File: src/design/iirdf1_pkg.sv
package iirdf1_pkg;

    localparam int SAMPLE_W = 16;
    localparam int COEF_W   = 16;
    localparam int PROD_W   = 32;
    // Five products of at most 2^30 in magnitude fit in 34 signed bits.
    localparam int ACC_W    = 34;
    // Quotient bits formed by the divider; anything at or above 2^QUO_W saturates.
    localparam int QUO_W    = 17;
    localparam int STEP_W   = 4;

    typedef struct packed {
        logic                       kind;
        logic signed [SAMPLE_W-1:0] sample_in;
    } in_item_t;

    typedef struct packed {
        logic signed [SAMPLE_W-1:0] sample_out;
        logic                       saturated;
    } out_item_t;

    localparam logic KIND_FILTER  = 1'b0;
    localparam logic KIND_PRELOAD = 1'b1;

    // Configuration register indexes.
    localparam logic [2:0] REG_NUM0 = 3'd0;
    localparam logic [2:0] REG_NUM1 = 3'd1;
    localparam logic [2:0] REG_NUM2 = 3'd2;
    localparam logic [2:0] REG_DEN0 = 3'd3;
    localparam logic [2:0] REG_DEN1 = 3'd4;
    localparam logic [2:0] REG_DEN2 = 3'd5;
    localparam logic [2:0] NUM_REGS = 3'd6;

    // Product selection: sample history tap times its coefficient.
    localparam logic [2:0] TAP_X0 = 3'd0;
    localparam logic [2:0] TAP_X1 = 3'd1;
    localparam logic [2:0] TAP_X2 = 3'd2;
    localparam logic [2:0] TAP_Y1 = 3'd3;
    localparam logic [2:0] TAP_Y2 = 3'd4;

    // Accumulator operations on the registered product.
    localparam logic [1:0] ACC_HOLD = 2'd0;
    localparam logic [1:0] ACC_LOAD = 2'd1;
    localparam logic [1:0] ACC_ADD  = 2'd2;
    localparam logic [1:0] ACC_SUB  = 2'd3;

    // Sequencer branch codes.
    localparam logic [1:0] BR_NEXT   = 2'd0;
    localparam logic [1:0] BR_LOOP   = 2'd1;
    localparam logic [1:0] BR_FINISH = 2'd2;

    localparam logic [STEP_W-1:0] STEP_DIV = 4'd8;

    typedef struct packed {
        logic              mul_en;
        logic [2:0]        tap;
        logic [1:0]        acc_op;
        logic              make_num;
        logic              div_start;
        logic              div_step;
        logic              finish;
        logic [1:0]        br;
        logic [STEP_W-1:0] target;
    } ucode_t;

    typedef struct packed {
        logic start;
        logic step;
    } div_ctrl_t;

    typedef struct packed {
        logic last;
        logic ovf;
    } div_stat_t;

    // The filter program. Each product is registered in the step before the one
    // that accumulates it, so the multiply of one tap overlaps the accumulate of the last.
    function automatic ucode_t ucode_rom(input logic [STEP_W-1:0] pc);
        ucode_t w;
        w = '0;
        case (pc)
            4'd0: begin
                w.mul_en = 1'b1; w.tap = TAP_X0;
            end
            4'd1: begin
                w.mul_en = 1'b1; w.tap = TAP_X1; w.acc_op = ACC_LOAD;
            end
            4'd2: begin
                w.mul_en = 1'b1; w.tap = TAP_X2; w.acc_op = ACC_ADD;
            end
            4'd3: begin
                w.mul_en = 1'b1; w.tap = TAP_Y1; w.acc_op = ACC_ADD;
            end
            4'd4: begin
                w.mul_en = 1'b1; w.tap = TAP_Y2; w.acc_op = ACC_SUB;
            end
            4'd5: begin
                w.acc_op = ACC_SUB;
            end
            4'd6: begin
                w.make_num = 1'b1;
            end
            4'd7: begin
                w.div_start = 1'b1;
            end
            STEP_DIV: begin
                w.div_step = 1'b1; w.br = BR_LOOP; w.target = STEP_DIV;
            end
            4'd9: begin
                w.finish = 1'b1; w.br = BR_FINISH;
            end
            default: begin
                w.br = BR_FINISH;
            end
        endcase
        return w;
    endfunction

endpackage

File: src/design/iir_direct_form_one_filter.sv
// Channel   Direction  Signals                     Item contents
// input     in         s_valid s_ready s_data      kind, sample_in
// result    out        m_valid m_ready m_data      sample_out, saturated
// config    in         cfg_wr_en cfg_index cfg_data  coefficient writes, no wait
//
// A filter item runs from acceptance until its result is loaded into the output
// register through eight steps of multiply, accumulate and divider setup, then
// 17 steps of the restoring divider, then one finish step.
// A preload item is absorbed in the cycle it is accepted and gives no result.
// Reset (aresetn low at a clock edge) clears both histories and restores the
// coefficients to unity gain; the output register is emptied.
// A held result stalls only the finish step; the next item can be accepted in the
// cycle after the previous one has moved into the output register, so a new
// filter item is not taken while one is in work.
module iir_direct_form_one_filter
    import iirdf1_pkg::*;
#(
    parameter int NUM_TAPS = 3,
    parameter int DEN_TAPS = 3
) (
    input  logic       aclk,
    input  logic       aresetn,
    input  logic       s_valid,
    output logic       s_ready,
    input  in_item_t   s_data,
    output logic       m_valid,
    input  logic       m_ready,
    output out_item_t  m_data,
    input  logic       cfg_wr_en,
    input  logic [2:0] cfg_index,
    input  logic [15:0] cfg_data
);

    // Tap counts as 4-bit values, compared against the tap positions.
    localparam logic [3:0] NUM_TAPS_L = 4'(NUM_TAPS);
    localparam logic [3:0] DEN_TAPS_L = 4'(DEN_TAPS);

    localparam logic signed [SAMPLE_W-1:0] SAMPLE_MAX = 16'sh7FFF;
    localparam logic signed [SAMPLE_W-1:0] SAMPLE_MIN = 16'sh8000;

    // Coefficient registers, each read at its own fixed place.
    logic signed [COEF_W-1:0] coef_reg [6];

    // Sequencer state.
    logic              busy_reg, busy_next;
    logic [STEP_W-1:0] pc_reg, pc_next;
    ucode_t            uw;

    // Sample histories, newest first.
    logic signed [SAMPLE_W-1:0] x_reg, x_next;
    logic signed [SAMPLE_W-1:0] xh0_reg, xh0_next, xh1_reg, xh1_next;
    logic signed [SAMPLE_W-1:0] yh0_reg, yh0_next, yh1_reg, yh1_next;

    // Datapath.
    logic signed [SAMPLE_W-1:0] op_a;
    logic signed [COEF_W-1:0]   op_b;
    logic                       tap_used;
    logic signed [PROD_W-1:0]   prod_full;
    logic signed [PROD_W-1:0]   prod_reg, prod_next;
    logic signed [ACC_W-1:0]    acc_reg, acc_next;
    logic signed [ACC_W-1:0]    prod_ext;
    logic [ACC_W-1:0]           num_reg, num_next;
    logic [ACC_W-1:0]           half_ext;
    logic [15:0]                den_abs_reg, den_abs_next;
    logic                       s_neg_reg, s_neg_next;
    logic                       q_neg_reg, q_neg_next;
    logic                       dzero_reg, dzero_next;
    logic [15:0]                den_abs_c;

    // Divider link.
    div_ctrl_t        div_ctrl;
    div_stat_t        div_stat;
    logic [QUO_W-1:0] quo;

    // Result.
    logic                       m_valid_reg, m_valid_next;
    out_item_t                  m_data_reg, m_data_next;
    logic signed [SAMPLE_W-1:0] y_c;
    logic                       sat_c;

    logic in_fire;
    logic out_free;
    logic fin_fire;

    assign s_ready  = !busy_reg;
    assign in_fire  = s_valid && s_ready;
    assign out_free = !m_valid_reg || m_ready;
    assign uw       = ucode_rom(pc_reg);
    assign fin_fire = busy_reg && uw.finish && out_free;

    // Configuration writes; indexes past the last register are dropped.
    always_ff @(posedge aclk) begin
        if (!aresetn) begin
            coef_reg[REG_NUM0] <= 16'sd16384;
            coef_reg[REG_NUM1] <= '0;
            coef_reg[REG_NUM2] <= '0;
            coef_reg[REG_DEN0] <= 16'sd16384;
            coef_reg[REG_DEN1] <= '0;
            coef_reg[REG_DEN2] <= '0;
        end else if (cfg_wr_en && (cfg_index < NUM_REGS)) begin
            coef_reg[cfg_index] <= cfg_data;
        end
    end

    // Step counter with conditional jumps taken from the control word.
    always_comb begin
        busy_next = busy_reg;
        pc_next   = pc_reg;
        if (!busy_reg) begin
            if (in_fire && (s_data.kind == KIND_FILTER)) begin
                busy_next = 1'b1;
                pc_next   = '0;
            end
        end else begin
            case (uw.br)
                BR_NEXT: begin
                    pc_next = pc_reg + STEP_W'(1);
                end
                BR_LOOP: begin
                    pc_next = div_stat.last ? pc_reg + STEP_W'(1) : uw.target;
                end
                BR_FINISH: begin
                    if (out_free) begin
                        busy_next = 1'b0;
                        pc_next   = '0;
                    end
                end
                default: begin
                    pc_next = pc_reg + STEP_W'(1);
                end
            endcase
        end
    end

    // Operand selection for the single multiplier. Taps beyond the configured
    // orders contribute nothing.
    always_comb begin
        op_a     = x_reg;
        op_b     = coef_reg[REG_NUM0];
        tap_used = 1'b0;
        case (uw.tap)
            TAP_X0: begin
                op_a = x_reg;   op_b = coef_reg[REG_NUM0];
                tap_used = (4'd0 < NUM_TAPS_L);
            end
            TAP_X1: begin
                op_a = xh0_reg; op_b = coef_reg[REG_NUM1];
                tap_used = (4'd1 < NUM_TAPS_L);
            end
            TAP_X2: begin
                op_a = xh1_reg; op_b = coef_reg[REG_NUM2];
                tap_used = (4'd2 < NUM_TAPS_L);
            end
            TAP_Y1: begin
                op_a = yh0_reg; op_b = coef_reg[REG_DEN1];
                tap_used = (4'd1 < DEN_TAPS_L);
            end
            TAP_Y2: begin
                op_a = yh1_reg; op_b = coef_reg[REG_DEN2];
                tap_used = (4'd2 < DEN_TAPS_L);
            end
            default: begin
                tap_used = 1'b0;
            end
        endcase
    end

    assign prod_full = op_a * op_b;
    assign prod_ext  = {{(ACC_W-PROD_W){prod_reg[PROD_W-1]}}, prod_reg};

    // Magnitude of the divisor; the most negative code maps to 32768.
    assign den_abs_c = coef_reg[REG_DEN0][15] ? 16'(-coef_reg[REG_DEN0])
                                              : coef_reg[REG_DEN0];
    assign half_ext  = ACC_W'(den_abs_c[15:1]);

    always_comb begin
        prod_next    = prod_reg;
        acc_next     = acc_reg;
        num_next     = num_reg;
        den_abs_next = den_abs_reg;
        s_neg_next   = s_neg_reg;
        q_neg_next   = q_neg_reg;
        dzero_next   = dzero_reg;
        if (busy_reg && uw.mul_en) begin
            prod_next = tap_used ? prod_full : '0;
        end
        if (busy_reg) begin
            case (uw.acc_op)
                ACC_HOLD: acc_next = acc_reg;
                ACC_LOAD: acc_next = prod_ext;
                ACC_ADD:  acc_next = acc_reg + prod_ext;
                ACC_SUB:  acc_next = acc_reg - prod_ext;
                default:  acc_next = acc_reg;
            endcase
        end
        // Rounded magnitude numerator |S| + |d|/2.
        if (busy_reg && uw.make_num) begin
            num_next     = acc_reg[ACC_W-1] ? half_ext - ACC_W'(acc_reg)
                                            : ACC_W'(acc_reg) + half_ext;
            den_abs_next = den_abs_c;
            s_neg_next   = acc_reg[ACC_W-1];
            q_neg_next   = acc_reg[ACC_W-1] ^ coef_reg[REG_DEN0][15];
            dzero_next   = (coef_reg[REG_DEN0] == '0);
        end
    end

    assign div_ctrl.start = busy_reg && uw.div_start;
    assign div_ctrl.step  = busy_reg && uw.div_step;

    iirdf1_divider u_div (
        .aclk    (aclk),
        .aresetn (aresetn),
        .ctrl    (div_ctrl),
        .num     (num_reg),
        .den     (den_abs_reg),
        .quo     (quo),
        .stat    (div_stat)
    );

    // Sign restore and saturation of the rounded quotient.
    always_comb begin
        y_c   = SAMPLE_W'(quo);
        sat_c = 1'b0;
        if (dzero_reg) begin
            y_c   = s_neg_reg ? SAMPLE_MIN : SAMPLE_MAX;
            sat_c = 1'b1;
        end else if (div_stat.ovf) begin
            y_c   = q_neg_reg ? SAMPLE_MIN : SAMPLE_MAX;
            sat_c = 1'b1;
        end else if (q_neg_reg) begin
            if (quo > QUO_W'(32768)) begin
                y_c   = SAMPLE_MIN;
                sat_c = 1'b1;
            end else begin
                y_c = SAMPLE_W'(-quo);
            end
        end else begin
            if (quo > QUO_W'(32767)) begin
                y_c   = SAMPLE_MAX;
                sat_c = 1'b1;
            end else begin
                y_c = SAMPLE_W'(quo);
            end
        end
    end

    // Histories move on every filter result; a preload fills them all.
    always_comb begin
        x_next   = x_reg;
        xh0_next = xh0_reg;
        xh1_next = xh1_reg;
        yh0_next = yh0_reg;
        yh1_next = yh1_reg;
        if (in_fire) begin
            x_next = s_data.sample_in;
            if (s_data.kind == KIND_PRELOAD) begin
                xh0_next = s_data.sample_in;
                xh1_next = s_data.sample_in;
                yh0_next = s_data.sample_in;
                yh1_next = s_data.sample_in;
            end
        end else if (fin_fire) begin
            xh1_next = xh0_reg;
            xh0_next = x_reg;
            yh1_next = yh0_reg;
            yh0_next = y_c;
        end
    end

    always_comb begin
        m_valid_next = m_valid_reg;
        m_data_next  = m_data_reg;
        if (m_valid_reg && m_ready) begin
            m_valid_next = 1'b0;
        end
        if (fin_fire) begin
            m_valid_next           = 1'b1;
            m_data_next.sample_out = y_c;
            m_data_next.saturated  = sat_c;
        end
    end

    always_ff @(posedge aclk) begin
        if (!aresetn) begin
            busy_reg    <= 1'b0;
            pc_reg      <= '0;
            m_valid_reg <= 1'b0;
            xh0_reg     <= '0;
            xh1_reg     <= '0;
            yh0_reg     <= '0;
            yh1_reg     <= '0;
        end else begin
            busy_reg    <= busy_next;
            pc_reg      <= pc_next;
            m_valid_reg <= m_valid_next;
            xh0_reg     <= xh0_next;
            xh1_reg     <= xh1_next;
            yh0_reg     <= yh0_next;
            yh1_reg     <= yh1_next;
        end
        x_reg       <= x_next;
        prod_reg    <= prod_next;
        acc_reg     <= acc_next;
        num_reg     <= num_next;
        den_abs_reg <= den_abs_next;
        s_neg_reg   <= s_neg_next;
        q_neg_reg   <= q_neg_next;
        dzero_reg   <= dzero_next;
        m_data_reg  <= m_data_next;
    end

    assign m_valid = m_valid_reg;
    assign m_data  = m_data_reg;

`ifndef ASSERT_OFF
    // A result only appears after the finish step of the program.
    a_result_from_finish: assert property (@(posedge aclk) disable iff (!aresetn)
        $rose(m_valid_reg) |-> $past(busy_reg && uw.finish))
        else $error("result appeared without a finish step");

    // An accepted filter item always starts the sequencer.
    a_filter_starts: assert property (@(posedge aclk) disable iff (!aresetn)
        (in_fire && (s_data.kind == KIND_FILTER)) |=> busy_reg)
        else $error("filter item did not start the sequencer");

    // While a filter item is in work, the histories change only at its finish.
    a_history_hold: assert property (@(posedge aclk) disable iff (!aresetn)
        (busy_reg && !fin_fire) |=> ($stable(yh0_reg) && $stable(xh0_reg)))
        else $error("history changed during a filter item");

    // A flagged result is one of the two clip values.
    a_sat_value: assert property (@(posedge aclk) disable iff (!aresetn)
        (m_valid_reg && m_data_reg.saturated) |->
        ((m_data_reg.sample_out == SAMPLE_MAX) || (m_data_reg.sample_out == SAMPLE_MIN)))
        else $error("saturated result is not a clip value");
`endif

endmodule

File: src/design/iirdf1_divider.sv
module iirdf1_divider
    import iirdf1_pkg::*;
(
    input  logic             aclk,
    input  logic             aresetn,
    input  div_ctrl_t        ctrl,
    input  logic [ACC_W-1:0] num,
    input  logic [15:0]      den,
    output logic [QUO_W-1:0] quo,
    output div_stat_t        stat
);

    localparam int CNT_W = $clog2(QUO_W + 1);

    logic [CNT_W-1:0] cnt_reg, cnt_next;
    logic [15:0]      rem_reg, rem_next;
    logic [QUO_W-1:0] work_reg, work_next;
    logic             ovf_reg, ovf_next;
    logic [16:0]      trial;
    logic [16:0]      diff;
    logic             ge;

    // Restoring division, one quotient bit per step. The numerator's low bits
    // shift out of the work register as quotient bits shift in.
    always_comb begin
        trial = {rem_reg, work_reg[QUO_W-1]};
        diff  = trial - {1'b0, den};
        ge    = (trial >= {1'b0, den});
    end

    always_comb begin
        cnt_next  = cnt_reg;
        rem_next  = rem_reg;
        work_next = work_reg;
        ovf_next  = ovf_reg;
        if (ctrl.start) begin
            // The quotient reaches 2^QUO_W exactly when the high part is not below den.
            ovf_next  = (num[ACC_W-1:QUO_W] >= {1'b0, den});
            rem_next  = num[QUO_W+15:QUO_W];
            work_next = num[QUO_W-1:0];
            cnt_next  = CNT_W'(QUO_W);
        end else if (ctrl.step) begin
            rem_next  = ge ? diff[15:0] : trial[15:0];
            work_next = {work_reg[QUO_W-2:0], ge};
            cnt_next  = cnt_reg - CNT_W'(1);
        end
    end

    always_ff @(posedge aclk) begin
        if (!aresetn) begin
            cnt_reg <= '0;
        end else begin
            cnt_reg <= cnt_next;
        end
        rem_reg  <= rem_next;
        work_reg <= work_next;
        ovf_reg  <= ovf_next;
    end

    assign quo       = work_reg;
    assign stat.last = (cnt_reg == CNT_W'(1));
    assign stat.ovf  = ovf_reg;

endmodule
File: config.mk
export PLATFORM = sky130hd
export DESIGN_NAME = iir_direct_form_one_filter
export DESIGN_NICKNAME = d
export VERILOG_FILES = /design/src/design/iirdf1_pkg.sv /design/src/design/iir_direct_form_one_filter.sv /design/src/design/iirdf1_divider.sv
export SDC_FILE = /design/constraint.sdc
export NUM_CORES = 2
export LEC_CHECK = 0
export ABC_AREA = 1
export BUFFER_PORTS_ARGS = -buffer_cell sky130_fd_sc_hd__clkbuf_2
export CELL_PAD_IN_SITES_DETAIL_PLACEMENT = 1
export CELL_PAD_IN_SITES_GLOBAL_PLACEMENT = 2
export CORE_UTILIZATION = 43
export CTS_CLUSTER_SIZE = 20
export DETAILED_ROUTE_END_ITERATION = 7
export PLACE_DENSITY = 0.95
export SLEW_MARGIN = 10
export SYNTH_ARGS = -nofsm -noshare
export SYNTH_HDL_FRONTEND = slang
export SYNTH_HIERARCHICAL = 1
export SYNTH_SLANG_ARGS = --single-unit
File: constraint.sdc
create_clock -name aclk -period 12.6 [get_ports aclk]
set_input_delay 0.63 -clock aclk [delete_from_list [all_inputs] [get_ports aclk]]
set_output_delay 0.63 -clock aclk [all_outputs]
set_load 0.02 [all_outputs]
# Word level (Yosys, flattened, before mapping)
# Memories as Yosys holds them, arrays and structs flattened.
# Index checks and enable logic that the tools add are counted.
# W data, S select, Z words.
[totals]
ff_bits = 261
mem_bits_rw = 96
in_bits = 41
out_inout_bits = 19
elab_cells = 152
memories = 1
[mem_list]
columns = ["name", "words", "word_bits", "rd", "rd_ports_with_merged_regs", "wr", "line", "rtl"]
rows = [
  ["coef_reg", 6, 16, 6, 0, 6, "iir_direct_form_one_filter.sv:42", "logic signed [COEF_W-1:0] coef_reg [6];"],
]
[op_classes]
n_addsub = 9
mul = 1
order_cmp = 5
eq_ne = 21
muxes = 58
bitwise_logic = 4
reduce_logical = 31
[op_table]
columns = ["op", "n"]
rows = [
  ["$mux W16", 21],
  ["$pmux W16 S4", 2],
  ["$pmux W34 S3", 1],
  ["$add A34 B15 Y34", 1],
  ["$add A34 B32 Y34", 1],
  ["$ge A17 B16 Y1", 2],
  ["$mux W17", 2],
  ["$mux W34", 1],
  ["$sub A15 B34 Y34", 1],
  ["$sub A34 B32 Y34", 1],
  ["$mul A16 B16 Y32", 1],
  ["$neg A16 Y16", 2],
  ["$mux W4", 5],
  ["$pmux W4 S5", 1],
  ["$mux W1", 19],
  ["$gt A17 B15 Y1 const B", 1],
  ["$gt A17 B16 Y1 const B", 1],
  ["$eq A4 B3 Y1 const B", 4],
  ["$logic_not A16 Y1", 1],
  ["$reduce_or A16 Y1", 1],
  ["$sub A16 B16 Y16", 1],
  ["$logic_and A1 B1 Y1", 10],
  ["$mux W5", 2],
  ["$eq A4 B2 Y1 const B", 2],
  ["29 further kinds", 45],
]

# Logic depth before layout (Yosys ltp)
[depth]
word_depth = 7
mapped_depth = 38
depth_no_buf = 36

# By module
# Netlist, hierarchy kept.
[modules_own_cells]
columns = ["module", "instances", "cells_per_inst", "area_per_inst_um2"]
rows = [
  ["iir_direct_form_one_filter", 1, 3421, 28823.9],
  ["iirdf1_divider", 1, 494, 3455.8],
]

# Least setup slack after synthesis
# No wires, ideal clock.
[synth_timing]
path_kind = "flip-flop to flip-flop"
from = "register pc_reg[1]"
to = "register prod_reg[28] (data pin)"
setup_ns = 0.262
t_arrival_ns = 6.894
required_ns = 12.338
slack_ns = 5.443
stages_incl_launch_ff = 30
path_buffers = 2
synth_period_minus_slack_ns = 7.157
path_cell_list = "dfxtp_1 inv_1 ha_1 nor2_1 nor2_8 nor2_8 buf_2 a22oi_1 nand3_1 o21ai_2 buf_4 nor2_1 fa_1 inv_1 fa_1 inv_1 fa_1 fa_1 fa_1 inv_1 fa_1 inv_1 ha_1 nand2_1 nor4_1 nand3_1 nand3_1 a21o_1 a21oi_1 xor2_1"
[synth_via]
elab_chain_cells = 5
[synth_rtl]
columns = ["item", "line", "rtl"]
rows = [
  ["start, declared", "iir_direct_form_one_filter.sv:46", "logic [STEP_W-1:0] pc_reg, pc_next;"],
  ["start signal, assigned", "iir_direct_form_one_filter.sv:294", "pc_reg <= pc_next;"],
  ["$eq A4 B3 Y1, or another cell as far along", "iirdf1_pkg.sv:81", "case (pc)"],
  ["$pmux W4 S5 (*)", "iirdf1_pkg.sv:81", ""],
  ["$eq A3 B3 Y1, or another cell as far along", "iir_direct_form_one_filter.sv:141", "case (uw.tap)"],
  ["$pmux W16 S4 or $reduce_or A5 Y1 (tied branches)", "--", ""],
  ["$mul A16 B16 Y32 or $mux W1 (tied branches)", "iir_direct_form_one_filter.sv:168, iir_direct_form_one_filter.sv:141", ""],
  ["end signal, assigned", "iir_direct_form_one_filter.sv:302", "prod_reg <= prod_next;"],
  ["end, declared", "iir_direct_form_one_filter.sv:59", "logic signed [PROD_W-1:0] prod_reg, prod_next;"],
]
# Every way passes the cells marked *; elsewhere a longest branch is shown, timed or not.
# A chain may end at the register's enable or synchronous reset.

# Worst setup path after layout
[layout_timing]
from = "register pc_reg[0]"
to = "register prod_reg[29] (data pin)"
# The elaborated chain is that of the path after synthesis.

==> flow_results.xml <==
<?xml version="1.0" encoding="UTF-8"?>
<metrics>
  <group name="detailed_routing">
    <metric name="routed_wl" unit="um">98100</metric>
    <metric name="post_drt_via_cell_ratio" unit="">5.39</metric>
    <metric name="initialDrtViolationCount" unit="">1454</metric>
    <metric name="via_count" unit="">26677</metric>
    <metric name="drt_drc_violations_left" unit="">0</metric>
    <metric name="detail_route.wl_per_cell" unit="um">19.8</metric>
    <metric name="drt_pass1_iterations" unit="">5</metric>
    <metric name="drtAntennaViolNets" unit="">0</metric>
  </group>
  <group name="die">
    <metric name="dieWidth" unit="um">276</metric>
    <metric name="fp.dieH" unit="um">276</metric>
    <metric name="core.rowCount" unit="">100</metric>
    <metric name="starting_density" unit="%">43.4</metric>
    <metric name="design.portCount" unit="">60</metric>
    <metric name="dieArea" unit="sq mm">0.0762</metric>
    <metric name="placeableCoreArea" unit="sq mm">0.0743</metric>
  </group>
  <group name="synth">
    <metric name="yosys.area.top_type" unit="">sky130_fd_sc_hd__edfxtp_1</metric>
    <metric name="ys_ff_latch" unit="">357</metric>
    <metric name="netlist_area" unit="sq mm">0.0323</metric>
    <metric name="ys_types" unit="">66</metric>
    <metric name="synth_async_sr_flop_share" unit="%">0</metric>
    <metric name="synth_edf_count" unit="">282</metric>
    <metric name="synth.avg_cell_area" unit="sq um">8.25</metric>
    <metric name="cell_with_the_most_instances_after_synthesis" unit="">sky130_fd_sc_hd__nand2_1</metric>
    <metric name="synth.net_count" unit="">4394</metric>
    <metric name="top_flip_flop_cell_by_instance_count_after_synthesis" unit="">sky130_fd_sc_hd__edfxtp_1</metric>
    <metric name="synth.area.top_cells" unit="">sky130_fd_sc_hd__edfxtp_1, sky130_fd_sc_hd__fa_1, sky130_fd_sc_hd__nand2_1</metric>
    <metric name="synth.cells.most_frequent" unit="">sky130_fd_sc_hd__nand2_1, sky130_fd_sc_hd__inv_1, sky130_fd_sc_hd__nor2_1</metric>
    <metric name="yosys_warnings" unit="">6</metric>
    <metric name="syn_inst" unit="">3915</metric>
    <metric name="seq_area_frac_synth" unit="%">30.9</metric>
    <metric name="synth_largest_type_area_fraction" unit="%">26.2</metric>
  </group>
  <group name="layout">
    <metric name="drive_gt1_share" unit="%">7.56</metric>
    <metric name="largest_register_ffs" unit="">96</metric>
    <metric name="filler_cell_count" unit="">8950</metric>
    <metric name="regArea" unit="sq mm">0.00997</metric>
    <metric name="area_taken_by_multi_input_logic_gates" unit="sq mm">0.0190</metric>
    <metric name="diodes" unit="">0</metric>
    <metric name="layout.nets" unit="">4423</metric>
    <metric name="area_delta_synth_final" unit="%">7.81</metric>
    <metric name="fin_cells" unit="">4948</metric>
  </group>
  <group name="place">
    <metric name="detailed_place_hpwl" unit="um">78500</metric>
    <metric name="gp_congestion" unit="">0.897</metric>
    <metric name="placed_cells" unit="">4868</metric>
    <metric name="io_buffer_count" unit="">59</metric>
  </group>
  <group name="cts">
    <metric name="cts_setup_buffers" unit="">0</metric>
    <metric name="post_cts_resize_count" unit="">0</metric>
    <metric name="cts-buffers-inserted" unit="">43</metric>
    <metric name="clock_tree_from_tritoncts" unit="">yes</metric>
    <metric name="clk_root_buffer_cell" unit="">sky130_fd_sc_hd__clkbuf_16</metric>
    <metric name="post_cts_hold_buffer_count" unit="">0</metric>
    <metric name="clock_path_buffers" unit="">3</metric>
    <metric name="cts_htree_levels" unit="">2</metric>
    <metric name="clkTransAtPathRegs" unit="ps">60</metric>
    <metric name="cts_sinks" unit="">357</metric>
    <metric name="insertion_delay" unit="ps">610</metric>
  </group>
  <group name="setup_path">
    <metric name="critical_path.endpoint_type" unit="">register</metric>
    <metric name="worst-setup-path-type" unit="">reg -&gt; reg</metric>
    <metric name="critical_path_arrival" unit="ps">8900</metric>
    <metric name="path_common_cell" unit="">sky130_fd_sc_hd__inv_1</metric>
    <metric name="crit_family" unit="">adder cells</metric>
    <metric name="critical-path-max-stage-delay" unit="ps">660</metric>
    <metric name="path_max_fanout" unit="">51</metric>
    <metric name="worst_setup_path_start_kind" unit="">register</metric>
    <metric name="cp_data_required_time" unit="ps">12930</metric>
    <metric name="critical-path-slowest-cell" unit="">sky130_fd_sc_hd__fa_1</metric>
    <metric name="path_buf_inv" unit="">9</metric>
  </group>
  <group name="sta">
    <metric name="finalClockSkew" unit="ps">43.0</metric>
    <metric name="finalHoldWorstSlack" unit="ps">208</metric>
    <metric name="period_utilization_post_route" unit="%">68.1</metric>
    <metric name="final-setup-viol-count" unit="">0</metric>
    <metric name="max_slew_margin" unit="%">21.9</metric>
    <metric name="period_minus_slack" unit="ps">8580</metric>
    <metric name="setup_repair_after_global_routing_missed_its_margin" unit="">no</metric>
    <metric name="tightestPinTransition" unit="ps">1160</metric>
    <metric name="clock.fmax" unit="GHz">0.117</metric>
    <metric name="totalNegativeSetupSlack" unit="ps">0</metric>
    <metric name="final_hold_viol_count" unit="">0</metric>
    <metric name="report.final.slew_viol_count" unit="">0</metric>
  </group>
  <group name="status">
    <metric name="status" unit="">complete, no violations</metric>
  </group>
  <group name="global_route">
    <metric name="antenna_found_initial" unit="">0</metric>
    <metric name="global_route.overflow_total" unit="">0</metric>
    <metric name="first_global_vias" unit="">28475</metric>
    <metric name="grt_pass1_wl" unit="um">154000</metric>
    <metric name="track_usage" unit="%">26.0</metric>
    <metric name="grt_max_degree" unit="">67</metric>
  </group>
  <group name="worst_hold_path">
    <metric name="min-delay-path-class" unit="">in -&gt; reg</metric>
  </group>
  <group name="job">
    <metric name="maxCapViolCount" unit="">0</metric>
  </group>
</metrics>
==> cell type report <==
| type | count | area share, % |
|---|---|---|
| inverter | 742 | 8.06 |
| multi-input combinational | 2718 | 54.6 |
| tap | 969 | 3.48 |
| clock inverter | 26 | 0.647 |
| clock buffer | 54 | 3.24 |
| timing repair buffer | 82 | 1.34 |
| sequential | 357 | 28.6 |
==> cell families (layout without fill, tap and decap cells) <==
family | after synthesis | in the layout | share of synthesized area, %
AND/OR/NAND/NOR | 1632 | 1632 | 21.6
buffers and inverters | 840 | 904 | 10.3
AO/OA/AOI/OAI | 488 | 488 | 9.65
adder cells (fa/ha/maj) | 438 | 438 | 23.1
flip-flops | 357 | 357 | 30.9
XOR/XNOR | 160 | 160 | 4.36
==> routing by layer <==
metal | GRT usage, % | vias to the layer above | part of all wire (%)
met5 | 0 | - | 0
met4 | 9.67 | 0 | 3.6
met3 | 3.24 | 195 | 4.6
met2 | 45.8 | 585 | 50
met1 | 32.3 | 13336 | 42
li1 | - | 12561 | -
==> layout by cell type, fill, tap and decap left out, drive strengths merged, types with 96 or more instances in the layout <==
| cell type | count |
|---|---|
| nand2 | 830 |
| inv | 743 |
| nor2 | 496 |
| edfxtp | 282 |
| fa | 265 |
| ha | 173 |
| a21oi | 165 |
| nand3 | 163 |
| o21ai | 161 |
| clkbuf | 113 |
| xor2 | 96 |
==> through the flow <==
stage,area [sq um],setup WS [ps],utilization [%]
6_report,34800,4020,46.8
3_5_place_dp,33400,4030,45.0
3_3_place_gp,33400,4290,45.0
2_1_floorplan,32300,5440,-
5_1_grt,34800,3370,46.8
4_1_cts,34800,3970,46.8
==> final timing paths <==
| check | end | slack (ps) | start | cells after the start |
|---|---|---|---|---|
| worst min-delay path | x_reg[1] | 210 | s_data[1] | 1 |
| worst min register to register | den_abs_reg[0] | 470 | coef_reg[3][0] | 0 |
| worst max-delay path | prod_reg[29] | 4020 | pc_reg[0] | 33 |
| worst max register to register | prod_reg[29] | 4020 | pc_reg[0] | 33 |
==> worst register-to-register path, delay by kind of cell (launching register included) <==
kind | cells | cell delay [ps]
AOI/OAI and AO/OA | 2 | 640
xor gates and xnor gates | 1 | 60
adders and majority gates | 8 | 3980
buffers and inverters | 9 | 1320
DFF | 1 | 350
and+or+nand+nor | 13 | 1940
Power is not shown: default switching activity piles up to over one toggle a cycle in this logic, so the estimate is an artifact.
